### config.mk
export PLATFORM = sky130hd
export DESIGN_NAME = gvbs_ctrl
export DESIGN_NICKNAME = d
export VERILOG_FILES = /design/src/design/gvbs_pkg.sv /design/src/design/gvbs_ctrl.sv
export SDC_FILE = /design/constraint.sdc
export NUM_CORES = 1
export LEC_CHECK = 0
export ABC_AREA = 1
export BUFFER_PORTS_ARGS = -buffer_cell sky130_fd_sc_hd__buf_2
export CAP_MARGIN = 20
export CORE_MARGIN = 8
export CORE_UTILIZATION = 49
export CTS_CLUSTER_SIZE = 25
export DETAILED_ROUTE_END_ITERATION = 10
export HOLD_SLACK_MARGIN = 0.15
export PLACE_DENSITY = 0.8
export SLEW_MARGIN = 10
export SYNTH_ARGS = -nofsm -noshare
export SYNTH_HDL_FRONTEND = slang
export SYNTH_SLANG_ARGS = --single-unit
### constraint.sdc
create_clock -name clk -period 3.53 [get_ports clk]
set_clock_uncertainty 0.1 [all_clocks]
set_input_delay 0.5295 -clock clk [delete_from_list [all_inputs] [get_ports clk]]
set_output_delay 0.5295 -clock clk [all_outputs]
set_load 0.02 [all_outputs]
### src/design/gvbs_pkg.sv
`timescale 1ns / 1ps
// ----------------------------------------------------------------------------
// gvbs_pkg: shared types and constants of the grid vertex box smoother
// Controller states, command and status words between controller and
// datapath, divider widths and configuration register indexes.
// ----------------------------------------------------------------------------
package gvbs_pkg;

  localparam int DIV_W  = 46;
  localparam int DVS_W  = 32;
  localparam int SQRT_W = 64;
  localparam int CFG_W  = 7;

  localparam logic REG_GRID_COLS = 1'b0;
  localparam logic REG_GRID_ROWS = 1'b1;

  typedef enum logic [3:0] {
    S_IDLE, S_READ, S_DRAIN, S_PDIV, S_PWAIT, S_UVDIV, S_UVWAIT,
    S_SQ, S_SUM, S_SQRT, S_SWAIT, S_NDIV, S_NWAIT, S_OUT
  } gvbs_state_t;

  typedef struct packed {
    logic       wr;
    logic       rd_en;
    logic [1:0] dr;
    logic [1:0] dc;
    logic       start_pdiv;
    logic       start_uv;
    logic       start_ndiv;
    logic       cap_pos;
    logic       cap_uv;
    logic       cap_nrm;
    logic       sq;
    logic       sum;
    logic       start_sqrt;
    logic       load_out;
  } gvbs_cmd_t;

  typedef struct packed {
    logic emit;
    logic div_done;
    logic sqrt_done;
  } gvbs_status_t;

endpackage

### src/design/gvbs_ctrl.sv
`timescale 1ns / 1ps
// ----------------------------------------------------------------------------
// gvbs_ctrl: sequencing controller
// Steps one vertex through store, window read, divide, root and output.
// ----------------------------------------------------------------------------
module gvbs_ctrl
  import gvbs_pkg::*;
(
  input  logic         clk,
  input  logic         rst,
  input  logic         in_valid,
  output logic         in_ready,
  output logic         out_valid,
  input  logic         out_ready,
  input  gvbs_status_t status,
  output gvbs_cmd_t    cmd
);

  gvbs_state_t state, state_next;
  logic [1:0]  dr, dr_next;
  logic [1:0]  dc, dc_next;

  always_ff @(posedge clk) begin
    if (rst) begin
      state     <= S_IDLE;
      dr        <= 2'd0;
      dc        <= 2'd0;
      out_valid <= 1'b0;
    end else begin
      state <= state_next;
      dr    <= dr_next;
      dc    <= dc_next;
      if (cmd.load_out) out_valid <= 1'b1;
      else if (out_ready) out_valid <= 1'b0;
    end
  end

  always_comb begin
    state_next = state;
    dr_next    = dr;
    dc_next    = dc;
    cmd        = '0;
    cmd.dr     = dr;
    cmd.dc     = dc;
    in_ready   = 1'b0;
    unique case (state)
      S_IDLE: begin
        in_ready = 1'b1;
        cmd.wr   = in_valid;
        dr_next  = 2'd0;
        dc_next  = 2'd0;
        if (in_valid && status.emit) state_next = S_READ;
      end
      S_READ: begin
        cmd.rd_en = 1'b1;
        if (dc == 2'd2) begin
          dc_next = 2'd0;
          dr_next = dr + 2'd1;
          if (dr == 2'd2) state_next = S_DRAIN;
        end else begin
          dc_next = dc + 2'd1;
        end
      end
      S_DRAIN: state_next = S_PDIV;
      S_PDIV: begin
        cmd.start_pdiv = 1'b1;
        state_next     = S_PWAIT;
      end
      S_PWAIT: begin
        cmd.cap_pos = 1'b1;
        state_next  = S_UVDIV;
      end
      S_UVDIV: begin
        cmd.start_uv = 1'b1;
        state_next   = S_UVWAIT;
      end
      S_UVWAIT: begin
        if (status.div_done) begin
          cmd.cap_uv = 1'b1;
          state_next = S_SQ;
        end
      end
      S_SQ: begin
        cmd.sq     = 1'b1;
        state_next = S_SUM;
      end
      S_SUM: begin
        cmd.sum    = 1'b1;
        state_next = S_SQRT;
      end
      S_SQRT: begin
        cmd.start_sqrt = 1'b1;
        state_next     = S_SWAIT;
      end
      S_SWAIT: begin
        if (status.sqrt_done) state_next = S_NDIV;
      end
      S_NDIV: begin
        cmd.start_ndiv = 1'b1;
        state_next     = S_NWAIT;
      end
      S_NWAIT: begin
        if (status.div_done) begin
          cmd.cap_nrm = 1'b1;
          state_next  = S_OUT;
        end
      end
      S_OUT: begin
        if (!out_valid || out_ready) begin
          cmd.load_out = 1'b1;
          state_next   = S_IDLE;
        end
      end
      default: state_next = S_IDLE;
    endcase
  end

endmodule

* Word level (Yosys, flattened, before mapping)
Index checks and enable logic that the tools add are counted.
** Operators by class
- Reductions and logical operators :: 8
- Mux-type cells :: 29
- Equality and inequality tests :: 22
- Add/subtract/negate cells :: 2
** Operator list (number)
- case mux 4 bit (14 select lines) :: 1
- 2-to-1 mux 4 bit :: 7
- == test 4 bit, second input constant :: 6
- 2-to-1 mux 1 bit :: 17
- == test 4 x 3 -> 1 bit, second input constant :: 4
- != test 2 bit, second input constant :: 7
- == test 4 x 2 -> 1 bit, second input constant :: 2
- case mux 2 bit (2 select lines) :: 2
- AND reduction 7 bit :: 1
- adder 2 x 1 -> 2 bit, second input constant :: 2
- == test 2 bit, second input constant :: 2
- == test 4 x 1 -> 1 bit, second input constant :: 1
- zero test 4 bit :: 1
- 2-to-1 mux 2 bit :: 2
- nonzero test 2 bit :: 2
- AND reduction 2 bit :: 1
- logical AND 1 bit :: 1
- zero test 1 bit :: 1
- logical OR 1 bit :: 1
** Word-level totals
- Logic and storage cells :: 65
- Register bits after elaboration :: 9
- Bits of input ports :: 7

* Longest topological paths before layout
Gate-level depths: netlist (run 1).
- Word-level depth :: 5
- Depth in mapped cells :: 9

* Worst setup path after synthesis (run 1)
Ideal clock, no wire load.
- Path kind :: register to output
- Start :: register state[0]
- End :: output cmd[4] (netlist bit)
- Required time :: 2.900 ns
- Data arrival time :: 1.099 ns
- Slack :: 1.802 ns
- Path buffers :: 1
- Cell stages (with the launch flop) :: 5
- Cell sequence :: dfxtp_1 -> buf_4 -> inv_1 -> nand2_4 -> nor3_1
** RTL lines
- from (decl) :: line gvbs_ctrl.sv:19 : gvbs_state_t state, state_next;
- from (signal assigned) :: line gvbs_ctrl.sv:30 : state <= state_next;
- to (decl) :: line gvbs_ctrl.sv:16 : output gvbs_cmd_t cmd

==> qor.yml, run 1 <==
power:
  ir_drop_mv: 0.474
  cellLeakagePower_nw: 0.409
  power.density_mw_per_mm2: 787
clocking:
  ctsHoldBuffers: 0
  clk_latency_ps: 260
  cts_made_buffers: 3
  cts_root_buffer: "clkbuf_4"
  cts_resized: 0
  clkTransAtPathRegs_ps: 60
  cts_tree: "yes"
  cts_setup_buffers: 0
  ctsHtreeMaxLevel: 1
  clock-sinks: 9
  cts_buffer_depth: 2
setup_path:
  arrival_ps: 1400
  required_ps: 2900
  path_cells: "nand2_1 -> nor2_1 -> buf_2"
  worstSetupStartpointType: "flop"
  slowest_delay_ps: 510
  rrSetupSlack_ps: 2010
  crit_type: "flop to primary output"
  endpoint_kind: "primary output"
  cp_max_fo: 8
  crit_slowest_cell: "dfxtp_1"
worst_hold_path:
  hold_class: "flop to flop"
layout:
  seqCellArea_um2: 180
  mostFrequentLayoutCell: "buf_2"
  final_nets: 136
  layout-drive-gt1-share_pct: 33.1
  fillers: 124
  syn_to_final_growth_pct: 24.8
  multiInputGateArea_um2: 399
  fin_cells: 142
  diodes: 0
  layout_common_cells: "buf_2, nor2_1, nand2_1"
status:
  status: "complete, no violations"
global_routing:
  grt_pass1_vias: 677
  antenna_found_initial: 0
  grt_use_total_pct: 12.2
  grt_max_degree: 9
  grt_pass1_wl_um: 2650
  grt.overflow.total: 0
synthesis:
  synth_largest_area_cell: "dfxtp_1"
  synth_top_area_share_pct: 28.3
  synth_area_leaders: "dfxtp_1, nor2_1, nand3_1, nand2_1, a21oi_1"
  synthDistinctLibCells: 18
  synth_fp_nets: 108
  avgSynthCellArea_um2: 6.36
  ys_ff_latch: 9
  seq_area_frac_synth_pct: 28.3
  syn_inst: 100
  ys.warnings.count: 0
  syn-cell-area_um2: 636
timing:
  tns_ps: 0
  worst_pin_slew_ps: 319
  grt_setup_unrepaired: "no"
  setup_violations: 0
  finalCritPeriodShare_pct: 57.4
  hold_violations: 0
  relSlewSlack_pct: 78.7
  fin_crit_ps: 2030
  fmax_mhz: 493
  slew_viol_final: 0
route:
  wl_per_cell_um: 11.3
  drtIter0Drc: 14
  antenna_left: 0
  drc_errors: 0
  drtPass1Iterations: 6
  postRouteWirelength_um: 1610
  num_vias: 718
  vias_per_cell: 5.06
die:
  rows: 13
  die_x_um: 52.0
  die-area_mm2: 0.00271
  initial_core_util_pct: 50.7
  coreArea_mm2: 0.00125
  fp.dieH_um: 52.0
  pin_count: 25
flow_run:
  maxCapViolCount: 0
placed_design:
  io_buffer_count: 24
  gp_congestion: 0.850
  place_inst: 138
  dp_hpwl_um: 1320
-- layer usage --
metal | wire, µm | share of wire (%) | vias to the layer above | GRT usage [%]
met5 | 0 | 0 | - | 0
met4 | 27 | 1.7 | 0 | 8.41
met3 | 151 | 9.4 | 4 | 3.42
met2 | 697 | 43 | 24 | 18.6
met1 | 729 | 45 | 313 | 14.4
li1 | - | - | 377 | -
-- cell type report --
cell class	instances	area share, %
multi-input cells	77	50.3
repair buffers	24	15.1
well taps	15	2.37
flip-flops and latches	9	22.7
inverters	13	6.15
clock buffers	4	3.31
-- flip-flops by register name (all words and copies together), names as in the netlist --
| register | count |
|---|---|
| dc | 2 |
| dr | 2 |
| out_valid | 1 |
| state | 4 |
-- through the flow --
stage	setup slack, ps	hold WS, ps	area [µm²]	util, %	total power [mW]
after floorplan	1800	435	636	-	0.462
after global placement	1800	350	767	61.2	0.539
after detailed placement	1820	359	767	61.2	0.544
after CTS	1530	369	793	63.3	0.627
after global routing	1430	375	793	63.3	0.684
final	1500	368	793	63.3	0.624
-- report_power, final --
part           switching (mW)  total (mW)  internal [mW]  leakage (nW)
registers              0.0408       0.173          0.133        0.0737
clock network          0.0369      0.0805         0.0436        0.0150
logic                   0.246       0.370          0.124         0.320
total                   0.324       0.624          0.300         0.409
-- cell families after synthesis --
group	after synthesis	share of synthesized area (%)
compound gates	13	11.2
flops	9	28.3
simple gates	63	49.6
fa+ha+maj	1	1.97
buf+inv	14	8.86
-- Yosys cell counts --
master / instances
nand2_1: 14
buf_4: 1
o21ai_2: 1
a211oi_1: 1
nand2_4: 3
nand2_2: 3
a21oi_1: 8
nor3_1: 4
nor2_1: 22
inv_1: 10
inv_2: 3
ha_1: 1
nand3_1: 11
o21ai_0: 3
and3_1: 1
nor2_2: 2
nor2_4: 3
dfxtp_1: 9
-- critical path, delay by kind of cell (launching register included) --
family | cells | cell delay (ps)
buffers and inverters | 1 | 200
flip-flops | 1 | 510
AND/OR/NAND/NOR | 2 | 440
-- final timing paths --
check	startpoint	depth (start not counted)	to
max reg2reg	state[0]	7	state[3]
min	dr[1]	2	dr[1]
max	state[0]	3	cmd[3]
min reg2reg	dr[1]	2	dr[1]
Note: power is estimated with default switching activity, not from simulation.
==> run 2: changes to the inputs <==
--- a/config.mk
+++ b/config.mk
@@ -5,15 +5,15 @@
 export SDC_FILE = /design/constraint.sdc
 export NUM_CORES = 1
 export LEC_CHECK = 0
-export ABC_AREA = 1
+export ABC_AREA = 0
 export BUFFER_PORTS_ARGS = -buffer_cell sky130_fd_sc_hd__buf_2
 export CAP_MARGIN = 20
 export CORE_MARGIN = 8
-export CORE_UTILIZATION = 49
+export CORE_UTILIZATION = 45
 export CTS_CLUSTER_SIZE = 25
 export DETAILED_ROUTE_END_ITERATION = 10
 export HOLD_SLACK_MARGIN = 0.15
-export PLACE_DENSITY = 0.8
+export PLACE_DENSITY = 0.76
 export SLEW_MARGIN = 10
 export SYNTH_ARGS = -nofsm -noshare
 export SYNTH_HDL_FRONTEND = slang
==> constraint.sdc (replaced) <==
create_clock -name clk -period 1.9 [get_ports clk]
set_clock_uncertainty 0.1 [all_clocks]
set_input_delay 0.285 -clock clk [delete_from_list [all_inputs] [get_ports clk]]
set_output_delay 0.285 -clock clk [all_outputs]
set_load 0.02 [all_outputs]
==> run 2 against run 1 <==
Wire length decreased by 4.9%. Register-to-register slack worse by 1700 ps. Hold slack lost 170 ps. Combinational power decreased by 34%. Synthesized area decreased by 6.7%. Critical path depth unchanged. Die area up 1.1%. Setup slack lost 1400 ps.
==> qor.yml, run 2 <==
clocking:
  cts_root_buffer: "clkbuf_4"
  clock-sinks: 9
  ctsHoldBuffers: 0
  clkTransAtPathRegs_ps: 70
  cts_tree: "yes"
  ctsHtreeMaxLevel: 1
  clk_latency_ps: 270
  cts_made_buffers: 3
  cts_buffer_depth: 2
die:
  initial_core_util_pct: 46.7
  fp.dieH_um: 52.3
  rows: 13
  coreArea_mm2: 0.00127
  pin_count: 25
  die_x_um: 52.3
  die-area_mm2: 0.00274
setup_path:
  rrSetupSlack_ps: 270
  rr_endpoint: "state[2]"
  worst_r2r_startpoint: "state[3]"
  arrival_ps: 1450
  worstSetupStartpointType: "flop"
  required_ps: 1510
  cp.depth: 3
  path_cells: "or4b_4 -> inv_1 -> buf_2"
  worst_r2r_path_depth: 4
  slowest_delay_ps: 580
  crit_type: "flop to primary output"
  cp_max_fo: 8
  endpoint_kind: "primary output"
  crit_slowest_cell: "or4b_4"
  crit_family: "simple AND/OR/NAND/NOR gates"
  crit_buf_inv: 2
route:
  wl_per_cell_um: 13.1
  drtIter0Drc: 7
  drtPass1Iterations: 4
  num_vias: 623
  antenna_left: 0
  vias_per_cell: 5.32
  postRouteWirelength_um: 1530
  wl_met1_um: 628
  met2_length_um: 821
  drc_errors: 0
  top_layer: "met4"
  met3_length_um: 62
worst_hold_path:
  min_from: "rst"
  whs_endpoint: "dc[1]"
  worst_hold_path.num_cells: 2
  hold_class: "input pin to flop"
layout:
  final_nets: 111
  syn_to_final_growth_pct: 32.5
  diodes: 0
  largest_reg_flops: 4
  largest-register: "state"
  reg_top3: "state: 4 flops, dc: 2 flops, dr: 2 flops"
  layout-drive-gt1-share_pct: 38.2
  fillers: 106
  layout_common_cells: "buf_2, nor2_1, nand2b_1, dfxtp_1"
  mostFrequentLayoutCell: "buf_2"
synthesis:
  synthMuxAreaShare_pct: 5.06
  synth-xor-area-share_pct: 0
  synth_fa_ha_area_share_pct: 2.11
  synthDistinctLibCells: 29
  synthFlopType: "dfxtp_1"
  synth_largest_area_cell: "dfxtp_1"
  ys_ff_latch: 9
  synthTopCellsByCount: "nor2_1, dfxtp_1, nand2b_1"
  synth-simple-area-share_pct: 38.2
  seq_area_frac_synth_pct: 30.4
  synth_edf_count: 0
  synth_fp_nets: 82
  synth_top_family_by_area: "simple AND/OR/NAND/NOR gates"
  synthArstFlopShare_pct: 0
  synth_most_common_cell: "nor2_1"
  avgSynthCellArea_um2: 8.01
  synth_top_area_share_pct: 30.4
  syn_inst: 74
  syn-cell-area_um2: 593
  ys.warnings.count: 0
  synth_compound_gate_area_share_pct: 18.4
  synth_area_leaders: "dfxtp_1, nor2_1, nand2b_1, mux2i_1, nor4bb_1"
power:
  intPower_uw: 392
  clkPwrFrac_pct: 24.8
  power.switching_uw: 235
  ir_drop_mv: 0.575
  cellLeakagePower_nw: 0.366
  p_sw_share_pct: 37.5
  power_uw: 627
  power.density_mw_per_mm2: 798
  pwr-share-seq_pct: 36.3
  p_comb_share_pct: 38.9
global_routing:
  grt_max_degree: 13
  grt_use_total_pct: 12.0
  grt_pass1_vias: 580
  grt.overflow.total: 0
  antenna_found_initial: 0
  grt_pass1_wl_um: 2540
timing:
  tns_ps: 0
  hold_violations: 0
  setup_violations: 0
  finalCritPeriodShare_pct: 96.6
  grt_setup_unrepaired: "no"
  fmax_mhz: 545
  fin_crit_ps: 1840
  relSlewSlack_pct: 76.1
  worst_pin_slew_ps: 350
  slew_viol_final: 0
placed_design:
  io_buffer_count: 24
  gp_congestion: 0.769
  dp_hpwl_um: 1220
flow_run:
  maxCapViolCount: 0
status:
  status: "complete, no violations"
-- run 2: cell types whose count changed after synthesis, sizes merged, moves of 4 or more --
cell / change
nand2: -16
nor2: -16
nand3: -11
inv: -9
nand2b: +6
o21ai: -4
-- run 2: cell families (layout without fill, tap and decap cells) --
family                     Yosys count  in the layout
adders and majority gates            1              1
and+or+nand+nor                     38             38
AOI/OAI and AO/OA                   14             14
muxes                                3              3
buffers and inverters                9             37
DFF                                  9              9
-- run 2: what timing repair did --
| item | 4_1_cts | 5_1_grt |
|---|---|---|
| resized for setup | 0 | 3 |
| buffers inserted | 0 | 1 |
| setup endpoints to repair | 0 | 3 |
-- run 2: stage by stage --
step           setup WS [ps]  cells  hold WS (ps)  instance area, µm²  utilization [%]
6_report                64.1    117           197                 786             61.9
5_1_grt                 8.16    117           197                 786             61.9
4_1_cts                 34.0    116           195                 774             61.0
3_5_place_dp             266    112           393                 748             59.0
3_3_place_gp             301    112           383                 748             59.0
2_1_floorplan            115     74           460                 599                -
-- run 2: final cells by class --
class / instances / area [µm²] / share of cell area, %
Tap cell: 15 / 18.8 / 2.39
Timing Repair Buffer: 29 / 158 / 20.1
Multi-Input combinational cell: 56 / 384 / 48.9
Inverter: 4 / 15.0 / 1.91
Clock buffer: 4 / 26.3 / 3.34
Sequential cell: 9 / 184 / 23.4
-- run 2: worst max-delay path by stage --
stage	startpoint	end	slack (ps)
final	state[3]	cmd[14]	60
after global routing	state[3]	cmd[14]	8
after global placement	state[3]	state[3]	300
after CTS	state[3]	cmd[14]	30
after floorplan	state[2]	cmd[15]	110
after detailed placement	state[3]	state[2]	270
-- run 2: metal layers --
layer  vias up  track usage [%]
met3         2             4.55
met2        16             20.8
li1        323                -
met5         -                0
met4         0             4.31
met1       282             12.8
-- run 2: power groups by stage --
stage          combinational (mW)  clock (mW)  sequential [mW]
6_report                    0.244       0.156            0.228
5_1_grt                     0.268       0.169            0.231
2_1_floorplan               0.173           0            0.234
3_5_place_dp                0.245           0            0.230
4_1_cts                     0.246       0.160            0.226
3_3_place_gp                0.244           0            0.229
==> run 3: changes to the inputs <==
--- a/config.mk
+++ b/config.mk
@@ -6,14 +6,13 @@
 export NUM_CORES = 1
 export LEC_CHECK = 0
 export ABC_AREA = 0
-export BUFFER_PORTS_ARGS = -buffer_cell sky130_fd_sc_hd__buf_2
 export CAP_MARGIN = 20
-export CORE_MARGIN = 8
-export CORE_UTILIZATION = 45
+export CORE_AREA = 8 8 45 47
 export CTS_CLUSTER_SIZE = 25
 export DETAILED_ROUTE_END_ITERATION = 10
+export DIE_AREA = 0 0 53 55
+export DONT_BUFFER_PORTS = 1
 export HOLD_SLACK_MARGIN = 0.15
-export PLACE_DENSITY = 0.76
 export SLEW_MARGIN = 10
 export SYNTH_ARGS = -nofsm -noshare
 export SYNTH_HDL_FRONTEND = slang
==> run 3 against run 2 <==
Critical path depth fell by 1. Via count fell by 9.3%. Die area rose by 6.5%. Global-route usage fell by 0.68 points. Sequential share of layout area rose by 1.7 points. Total power fell by 3.9%. Largest power group is now sequential cells. Cell count fell by 13%. First-iteration DRC count rose by 43%. Maximum frequency rose by 3.3%. Clock-buffer cell count did not move. Wire length fell by 1.4%. Flip-flop and latch count did not move.
==> qor.yml, run 3 (synthesis results as in run 2) <==
layout:
  reg_top3: "state: 4 flops, dc: 2 flops, dr: 2 flops"
  diodes: 0
  final_nets: 95
  multiInputGateArea_um2: 384
  syn_to_final_growth_pct: 22.8
  largest_reg_flops: 4
  fillers: 148
  seqCellArea_um2: 183
  largest-register: "state"
  mostFrequentLayoutCell: "buf_4"
  layout_common_cells: "buf_4, nor2_1, dfxtp_1"
  layout-drive-gt1-share_pct: 24.4
timing:
  fmax_mhz: 562
  hold_violations: 0
  whs_ps: 249
  slew_viol_final: 0
  worst_pin_slew_ps: 446
  tns_ps: 0
  finalCritPeriodShare_pct: 93.6
  relSlewSlack_pct: 69.5
  grt_setup_unrepaired: "no"
  fin_crit_ps: 1780
  setup_violations: 0
route:
  postRouteWirelength_um: 1510
  drtIter0Drc: 10
  drc_errors: 0
  met2_length_um: 818
  vias_per_cell: 5.54
  drtPass1Iterations: 4
  num_vias: 565
  met3_length_um: 70
  top_layer: "met4"
  wl_per_cell_um: 14.8
  antenna_left: 0
  wl_met1_um: 604
worst_hold_path:
  hold_class: "input pin to flop"
  worst_hold_path.num_cells: 2
setup_path:
  worst_r2r_path_depth: 4
  arrival_ps: 1390
  crit_path_start: "state[3]"
  worstSetupEndpoint: "cmd[14]"
  cp_max_fo: 10
  endpoint_kind: "primary output"
  worst_r2r_startpoint: "state[3]"
  rrSetupSlack_ps: 230
  required_ps: 1510
  crit_type: "flop to primary output"
  worstSetupStartpointType: "flop"
  rr_endpoint: "state[3]"
clocking:
  clock-sinks: 9
  ctsHtreeMaxLevel: 1
  cts_buffer_depth: 2
  cts_setup_buffers: 0
  cts_root_buffer: "clkbuf_4"
  cts_made_buffers: 3
  clkTransAtPathRegs_ps: 60
  cts_tree: "yes"
  clk_latency_ps: 250
power:
  p_comb_share_pct: 37.2
  pwr-share-seq_pct: 39.0
  p_sw_share_pct: 36.3
  power.density_mw_per_mm2: 828
  clkPwrFrac_pct: 23.8
  power.switching_uw: 219
  intPower_uw: 384
  ir_drop_mv: 0.524
  cellLeakagePower_nw: 0.288
global_routing:
  grt_max_degree: 18
  grt_pass1_wl_um: 2440
  grt_pass1_vias: 541
  antenna_found_initial: 0
  grt_use_total_pct: 11.3
  grt.overflow.total: 0
placed_design:
  dp_hpwl_um: 1130
  gp_congestion: 0.764
  io_buffer_count: 0
flow_run:
  maxCapViolCount: 0
die:
  coreArea_mm2: 0.00138
  die-area_mm2: 0.00292
  die_x_um: 53
  initial_core_util_pct: 42.9
  pin_count: 25
  fp.dieH_um: 55
  rows: 14
status:
  status: "complete, no violations"
==> run 3: cell count changes in the layout (fill, tap and decap cells not counted), sizes merged <==
cell,previous run,this run
buf,29,12
dlygate4sd3,0,1
==> run 3: how the worst min path moves through the flow <==
stage,slack [ps],start,endpoint
floorplan,460,dc[1],dc[1]
global placement,260,rst,dc[1]
detailed placement,260,rst,dc[1]
CTS,230,out_ready,out_valid
global route,260,out_ready,out_valid
finish,250,out_ready,out_valid
==> run 3: worst max-delay path, stage by stage, from the launching register on <==
cell	delay, ps
dfxtp_2	370
or4b_4	580
inv_1	190
==> run 3: final cells by class <==
cell class	count	share of cell area [%]
Inverter	4	2.06
Tap cell	16	2.75
Timing Repair Buffer	13	13.7
Multi-Input combinational cell	56	52.7
Clock buffer	4	3.61
Sequential cell	9	25.1
==> run 3: per-layer routing <==
metal	track usage (%)	vias to the layer above
li1	-	293
met1	10.4	261
met2	21.1	9
met3	6.42	2
met4	2.59	0
met5	0	-
==> run 3: power by group through the flow <==
stage	sequential [mW]	clock, mW	combinational (mW)
3_3_place_gp	0.238	0	0.221
3_5_place_dp	0.238	0	0.221
4_1_cts	0.234	0.152	0.227
5_1_grt	0.240	0.169	0.247
6_report	0.235	0.143	0.224
2_1_floorplan	0.234	0	0.173
==> run 3: repair_timing <==
| action | CTS | global route |
|---|---|---|
| setup endpoints to repair | 0 | 5 |
| gates resized for setup | 0 | 2 |
| hold buffers | 1 | 0 |
| hold endpoints to repair | 9 | 0 |
==> run 3: per-stage QoR <==
step                cell area, µm²  worst slack [ps]  std cells  power [mW]  utilization [%]
finish                         728               122        102       0.603             52.6
global route                   728              33.8        102       0.656             52.6
CTS                            726             0.248        102       0.613             52.4
detailed placement             689               179         97       0.459             49.8
global placement               689               217         97       0.459             49.8
floorplan                      599               115         74       0.407                -
